--- src/jsw_pkg.sv ---
// Package for the Jacobi symbol word unit: transaction payload types,
// controller-to-datapath command and status structs, and width constants.
// No dependencies.
`default_nettype none

package jsw_pkg;

  // Default and maximum word width of the operands.
  localparam int unsigned WordBitsDef = 64;
  localparam int unsigned FieldBits   = 64;

  // Request transaction: the two operands of the symbol.
  typedef struct packed {
    logic [FieldBits-1:0] numerator;
    logic [FieldBits-1:0] modulus;
  } jsw_req_t;

  // Response transaction: the symbol in two's complement and the error flag.
  typedef struct packed {
    logic signed [1:0] symbol;
    logic              even_modulus;
  } jsw_rsp_t;

  // Commands from the controller to the datapath.
  typedef struct packed {
    logic load;        // Capture the operands and set up the first reduction.
    logic div_step;    // One restoring shift-and-subtract step.
    logic div_done;    // Move the remainder into the numerator register.
    logic strip_shift; // Remove one factor of two from the numerator.
    logic strip_end;   // Apply the sign rules and set up the next reduction.
  } jsw_cmd_t;

  // Status from the datapath to the controller.
  typedef struct packed {
    logic div_last; // The current division step is the final one.
    logic a_zero;   // Numerator register is zero.
    logic a_even;   // Numerator register is even.
    logic a_one;    // Numerator register is one.
  } jsw_sts_t;

endpackage : jsw_pkg

`default_nettype wire

--- src/jacobi_symbol_word_unit.sv ---
// Jacobi symbol word unit: top level joining controller and datapath.
// For an even modulus the result strobe follows in the cycle after acceptance.
// Otherwise each remainder step, the first reduction included, runs the
// bit-serial divider over every dividend bit, moves the remainder into the
// numerator register and removes its factors of two one at a time. A new
// transaction is accepted in the strobe cycle; the result strobe cannot be stalled.
// Asynchronous active-low reset returns the unit to idle.
`default_nettype none

module jacobi_symbol_word_unit #(
  parameter int unsigned WORD_BITS = jsw_pkg::WordBitsDef
) (
  input  wire               clk_i,
  input  wire               rst_ni,
  input  wire               start,
  output logic              busy,
  input  jsw_pkg::jsw_req_t req_i,
  output logic              done_o,
  output jsw_pkg::jsw_rsp_t rsp_o
);
  import jsw_pkg::*;

  jsw_cmd_t cmd;
  jsw_sts_t sts;

  // Sequencing of the reduction and sign steps.
  jsw_ctrl u_ctrl (
    .clk_i         (clk_i),
    .rst_ni        (rst_ni),
    .start_i       (start),
    .modulus_odd_i (req_i.modulus[0]),
    .sts_i         (sts),
    .cmd_o         (cmd),
    .busy_o        (busy),
    .done_o        (done_o)
  );

  // Operand registers, remainder unit and result formation.
  jsw_datapath #(
    .WORD_BITS (WORD_BITS)
  ) u_datapath (
    .clk_i  (clk_i),
    .rst_ni (rst_ni),
    .req_i  (req_i),
    .cmd_i  (cmd),
    .sts_o  (sts),
    .rsp_o  (rsp_o)
  );

endmodule : jacobi_symbol_word_unit

`default_nettype wire

--- src/jsw_datapath.sv ---
// Datapath of the Jacobi symbol word unit: operand registers, a bit-serial
// restoring remainder unit and the sign logic. Depends on jsw_pkg.
`default_nettype none

module jsw_datapath #(
  parameter int unsigned WORD_BITS = jsw_pkg::WordBitsDef
) (
  input  wire              clk_i,
  input  wire              rst_ni,
  input  jsw_pkg::jsw_req_t req_i,
  input  jsw_pkg::jsw_cmd_t cmd_i,
  output jsw_pkg::jsw_sts_t sts_o,
  output jsw_pkg::jsw_rsp_t rsp_o
);
  import jsw_pkg::*;

  localparam int unsigned CntBits = (WORD_BITS > 1) ? $clog2(WORD_BITS) : 1;
  localparam logic [CntBits-1:0] CntLast = CntBits'(WORD_BITS - 1);

  logic [WORD_BITS-1:0] a_q, a_d;
  logic [WORD_BITS-1:0] m_q, m_d;
  logic [WORD_BITS-1:0] dvd_q, dvd_d;
  logic [WORD_BITS:0]   rem_q, rem_d;
  logic [CntBits-1:0]   cnt_q, cnt_d;
  logic                 odd_q, odd_d;
  logic                 neg_q, neg_d;
  logic                 even_q, even_d;

  logic [WORD_BITS:0]   rem_shift;
  logic [WORD_BITS:0]   rem_sub;
  logic                 rem_ge;
  logic                 flip_two;
  logic                 flip_recip;

  // Restoring division: shift in the next dividend bit, subtract when it fits.
  always_comb begin
    rem_shift = {rem_q[WORD_BITS-1:0], dvd_q[WORD_BITS-1]};
    rem_sub   = rem_shift - {1'b0, m_q};
    rem_ge    = (rem_shift >= {1'b0, m_q});
  end

  // Sign rules: removed twos against the modulus mod 8, and reciprocity.
  always_comb begin
    flip_two   = odd_q && ((m_q[2:0] == 3'd3) || (m_q[2:0] == 3'd5));
    flip_recip = (a_q[1:0] == 2'b11) && (m_q[1:0] == 2'b11);
  end

  // Next-state logic of the operand registers.
  always_comb begin
    a_d    = a_q;
    m_d    = m_q;
    dvd_d  = dvd_q;
    rem_d  = rem_q;
    cnt_d  = cnt_q;
    odd_d  = odd_q;
    neg_d  = neg_q;
    even_d = even_q;
    if (cmd_i.load) begin
      a_d    = req_i.numerator[WORD_BITS-1:0];
      m_d    = req_i.modulus[WORD_BITS-1:0];
      dvd_d  = req_i.numerator[WORD_BITS-1:0];
      rem_d  = '0;
      cnt_d  = '0;
      odd_d  = 1'b0;
      neg_d  = 1'b0;
      even_d = ~req_i.modulus[0];
    end else if (cmd_i.div_step) begin
      rem_d = rem_ge ? rem_sub : rem_shift;
      dvd_d = {dvd_q[WORD_BITS-2:0], 1'b0};
      cnt_d = cnt_q + 1'b1;
    end else if (cmd_i.div_done) begin
      a_d   = rem_q[WORD_BITS-1:0];
      odd_d = 1'b0;
    end else if (cmd_i.strip_shift) begin
      a_d   = {1'b0, a_q[WORD_BITS-1:1]};
      odd_d = ~odd_q;
    end else if (cmd_i.strip_end) begin
      if (sts_o.a_one) begin
        neg_d = neg_q ^ flip_two;
      end else begin
        // Swap the pair and reduce the old modulus by the numerator.
        neg_d = neg_q ^ flip_two ^ flip_recip;
        m_d   = a_q;
        dvd_d = m_q;
        rem_d = '0;
        cnt_d = '0;
      end
    end
  end

  // Control flags are reset; the operand registers are loaded before use.
  always_ff @(posedge clk_i or negedge rst_ni) begin
    if (!rst_ni) begin
      odd_q  <= 1'b0;
      neg_q  <= 1'b0;
      even_q <= 1'b0;
      cnt_q  <= '0;
    end else begin
      odd_q  <= odd_d;
      neg_q  <= neg_d;
      even_q <= even_d;
      cnt_q  <= cnt_d;
    end
  end

  always_ff @(posedge clk_i) begin
    a_q   <= a_d;
    m_q   <= m_d;
    dvd_q <= dvd_d;
    rem_q <= rem_d;
  end

  // Status towards the controller.
  always_comb begin
    sts_o.div_last = (cnt_q == CntLast);
    sts_o.a_zero   = (a_q == '0);
    sts_o.a_even   = ~a_q[0];
    sts_o.a_one    = (a_q == WORD_BITS'(1));
  end

  // Result: zero on an even modulus or a common factor, otherwise the sign.
  always_comb begin
    rsp_o.even_modulus = even_q;
    if (even_q || sts_o.a_zero) begin
      rsp_o.symbol = 2'sb00;
    end else if (neg_q) begin
      rsp_o.symbol = 2'sb11;
    end else begin
      rsp_o.symbol = 2'sb01;
    end
  end

endmodule : jsw_datapath

`default_nettype wire

--- src/jsw_ctrl.sv ---
// Controller of the Jacobi symbol word unit: sequences reduction, removal of
// twos and reciprocity steps over the datapath. Depends on jsw_pkg.
`default_nettype none

module jsw_ctrl (
  input  wire               clk_i,
  input  wire               rst_ni,
  input  wire               start_i,
  input  wire               modulus_odd_i,
  input  jsw_pkg::jsw_sts_t sts_i,
  output jsw_pkg::jsw_cmd_t cmd_o,
  output logic              busy_o,
  output logic              done_o
);
  import jsw_pkg::*;

  localparam logic [2:0] StIdle  = 3'd0;
  localparam logic [2:0] StDiv   = 3'd1;
  localparam logic [2:0] StCheck = 3'd2;
  localparam logic [2:0] StStrip = 3'd3;
  localparam logic [2:0] StDone  = 3'd4;

  logic [2:0] state_q, state_d;
  logic       accept;

  // A new transaction may start while the previous result is shown.
  assign busy_o = (state_q != StIdle) && (state_q != StDone);
  assign done_o = (state_q == StDone);
  assign accept = start_i && !busy_o;

  // State transitions and datapath commands.
  always_comb begin
    state_d = state_q;
    cmd_o   = '0;
    case (state_q)
      StIdle, StDone: begin
        if (accept) begin
          cmd_o.load = 1'b1;
          state_d    = modulus_odd_i ? StDiv : StDone;
        end else begin
          state_d = StIdle;
        end
      end
      StDiv: begin
        cmd_o.div_step = 1'b1;
        if (sts_i.div_last) begin
          state_d = StCheck;
        end
      end
      StCheck: begin
        // The remainder has been computed; a zero one ends with symbol zero.
        cmd_o.div_done = 1'b1;
        state_d        = StStrip;
      end
      StStrip: begin
        if (sts_i.a_zero) begin
          state_d = StDone;
        end else if (sts_i.a_even) begin
          cmd_o.strip_shift = 1'b1;
        end else begin
          cmd_o.strip_end = 1'b1;
          state_d         = sts_i.a_one ? StDone : StDiv;
        end
      end
      default: begin
        state_d = StIdle;
      end
    endcase
  end

  always_ff @(posedge clk_i or negedge rst_ni) begin
    if (!rst_ni) begin
      state_q <= StIdle;
    end else begin
      state_q <= state_d;
    end
  end

endmodule : jsw_ctrl

`default_nettype wire

--- config.mk ---
export PLATFORM = sky130hd
export DESIGN_NAME = jacobi_symbol_word_unit
export DESIGN_NICKNAME = d
export VERILOG_FILES = /design/src/jsw_pkg.sv /design/src/jacobi_symbol_word_unit.sv /design/src/jsw_datapath.sv /design/src/jsw_ctrl.sv
export SDC_FILE = /design/constraint.sdc
export NUM_CORES = 1
export LEC_CHECK = 0
export ABC_AREA = 1
export ABC_CLOCK_PERIOD_IN_PS = 6600
export CELL_PAD_IN_SITES_DETAIL_PLACEMENT = 0
export CELL_PAD_IN_SITES_GLOBAL_PLACEMENT = 1
export CORE_MARGIN = 3
export CORE_UTILIZATION = 43
export DETAILED_ROUTE_END_ITERATION = 16
export DONT_BUFFER_PORTS = 1
export PLACE_DENSITY = 0.88
export SLEW_MARGIN = 30
export SYNTH_ARGS = -nofsm -noshare
export SYNTH_HDL_FRONTEND = slang
export SYNTH_HIERARCHICAL = 1
export SYNTH_SLANG_ARGS = --single-unit
export TNS_END_PERCENT = 30
--- constraint.sdc ---
create_clock -name clk_i -period 6.6 [get_ports clk_i]
set_input_delay 1.32 -clock clk_i [delete_from_list [all_inputs] [get_ports clk_i]]
set_output_delay 1.32 -clock clk_i [all_outputs]
set_load 0.02 [all_outputs]
==> run metrics <==
sequential-to-total area share from yosys stat=0.388; GRT overflow=0; worst skew pair latency=0.58 ns; Die Ht=216 um; initial antenna violation count=1; DR vias/cell=5.29; Max Cap Violations=0; Max IR drop VDD=0.000358 V; global-route wire length before repair=95200 um; CTS tree=done; Worst-path clk slew=0.06 ns; Cells after DPL=3208; WL final=61200 um; RSZ-0062 raised after global routing=no; clk root buf=clkbuf_16; DR vias=17.3k; Final Net Count=2853; RR Startpoint=u_datapath/a_q[16]; Post-Syn Nets=2901; Initial Util=0.438; wire length per cell=18.7 um; largest net degree at the start of global routing=141; share of layout cells above drive strength 1=0.0451; Core Area=0.0433 mm2; cell taking the most area after synthesis=edfxtp_1; Num CTS Buffers=30; most frequent cells in the layout=nand2_1, inv_1, nand3_1; CP Buf/Inv Count=4; YS warnings=6; Clock Sinks=268; Synth Area in Adders=0.0440; Crit. path cell count=13; DRT iter0 DRCs=1418; total power=11.9 mW; Area Growth Syn to Fin=7.36%; Worst Skew=0.0256 ns; Synth Area in XOR/XNOR=0.0153; DRC=0; final hold violations=0; post-synth top area share=0.305; Post-Layout Cell Count=3266; total global-route track usage=0.258; worst setup margin=1.80 ns; pwr dens=585 mW/mm2; startpoint types=flip-flop; Netlist cell types=41; # setup viols final=0; crit path max-delay cell type=nand2_2; Critical Path Max Stage Delay=0.73 ns; fin. max-slew vios=0; kind of critical path=reg -> reg; multiplexer share of the synthesized area=0; Final Core Density=0.470; # fillers=4500; drt pass-1 iters=6; worst path required time=6.81 ns; synthesized cell area=0.0189 mm2; Top Family by Delay on Critical Path=simple AND/OR/NAND/NOR gates; Routed Antenna Nets=0; Compound-Gate Fraction of Synth Area=0.116; Critical Path Start=u_datapath/a_q[16]; Post-CTS Resized=0; cts hold-fix bufs=0; vias in the first global route=17.0k; cell count of the worst reg-to-reg path=13; Cell Rows=76; Rel. slew slack=0.386; cells along the critical path=inv_1 -> nand4_1 -> nor3_1 -> nand4_1 -> nor2_1 -> nor2_1 -> nand2_2 -> inv_1 -> nor2_1 -> nand3_2 -> buf_4 -> nand2_2 -> buf_4; status=complete, no violations; post-synthesis cell count=2704; clk buf depth=3; CP endpoint kind=flip-flop; die area=0.0466 mm2; pin slew with the least headroom to its limit=0.921 ns; Setup TNS=0 ns; final worst path period share=0.727; Period minus WS final=4.80 ns; Top cell by count, worst path=nor2_1; die width=216 um; HP Class=in -> async; Arr. time, crit path=5.01 ns; pre-CTS setup slack=1.80 ns; hold_ws=0.429 ns; crit path max fanout=67; post-synthesis simple-gate area fraction=0.303; Post-CTS Setup Repair Bufs=0; FF+latch count, synth=268; Area contributors post-synth=edfxtp_1, nand2_1, inv_1; Static Leakage=9.59 nW; main combinational cell family by area after synthesis=simple AND/OR/NAND/NOR gates; fmax=208 MHz; Buffers on Ports=0; DPL Wire Length=47100 um; GPL Wtd Cong=0.969; Mapped Avg Cell Area=7.00 um2; IO Pins=136; fin area=0.0203 mm2; commonest non-fill, non-tap cell in the layout=nand2_1; H-tree depth=1; DP Area=0.0193 mm2
area by class of cell:
class / count / area, um2 / share of cell area
Inverter: 545 / 2050 / 0.101
Clock inverter: 8 / 77.6 / 0.00382
Tap cell: 585 / 732 / 0.0360
Multi-Input combinational cell: 1796 / 9090 / 0.447
Clock buffer: 48 / 901 / 0.0443
Sequential cell: 268 / 7350 / 0.361
Antenna cell: 1 / 2.50 / 0.000123
Timing Repair Buffer: 15 / 125 / 0.00615
logic make-up (layout without fill, tap and decap cells):
logic type	after synthesis	in the layout
flops	268	268
buf+inv	640	616
xor+xnor	33	33
compound gates	346	346
fa+ha+maj	66	66
other cells	0	1
simple gates	1351	1351
flip-flops by register name, summed over array words and instances, names as in the netlist:
name               cells
u_datapath/neg_q       1
u_ctrl/state_q         3
u_datapath/rem_q      64
u_datapath/dvd_q      64
u_datapath/even_q      1
u_datapath/a_q        64
u_datapath/m_q        64
u_datapath/odd_q       1
u_datapath/cnt_q       6
routing by layer:
layer | wire length (um) | GRT usage | up-vias
met1 | 27700 | 0.348 | 8134
met2 | 28600 | 0.439 | 458
li1 | - | - | 8606
met5 | 53 | 0 | -
met4 | 1680 | 0.0712 | 2
met3 | 3160 | 0.0307 | 87
path summary, 6_finish.rpt:
check | end | slack [ns]
max | u_datapath/dvd_q[56] | 1.80
min | u_datapath/odd_q | 0.43
max reg2reg | u_datapath/dvd_q[56] | 1.80
min reg2reg | u_datapath/rem_q[47] | 0.50
max in group asynchronous | u_ctrl/state_q[1] | 6.10
min in group clk_i | u_datapath/rem_q[47] | 0.50
cell usage after synthesis, drive strengths merged:
cell / count
a21o: 1
a21oi: 119
and2: 2
buf: 33
clkbuf: 62
clkinv: 9
dfrtp: 12
dfxtp: 64
edfxtp: 192
fa: 1
ha: 65
inv: 536
nand2: 880
nand2b: 1
nand3: 251
nand3b: 17
nand4: 30
nor2: 143
nor3: 15
nor4: 8
o211ai: 62
o21ai: 88
o21bai: 10
o221ai: 64
o22ai: 1
o32ai: 1
or2: 3
or3: 1
xnor2: 29
xor2: 4
power by group:
| group | switching (mW) | internal, mW |
|---|---|---|
| combinational | 4.80 | 2.18 |
| clock | 0.688 | 0.972 |
| sequential | 0.322 | 2.92 |
worst register-to-register path, delay by kind of cell, from the launching register on:
family,cells,cell delay (ns)
simple gates,9,2.87
buf+inv,4,1.14
flops,1,0.37
Note: power is estimated with default switching activity, not from simulation.
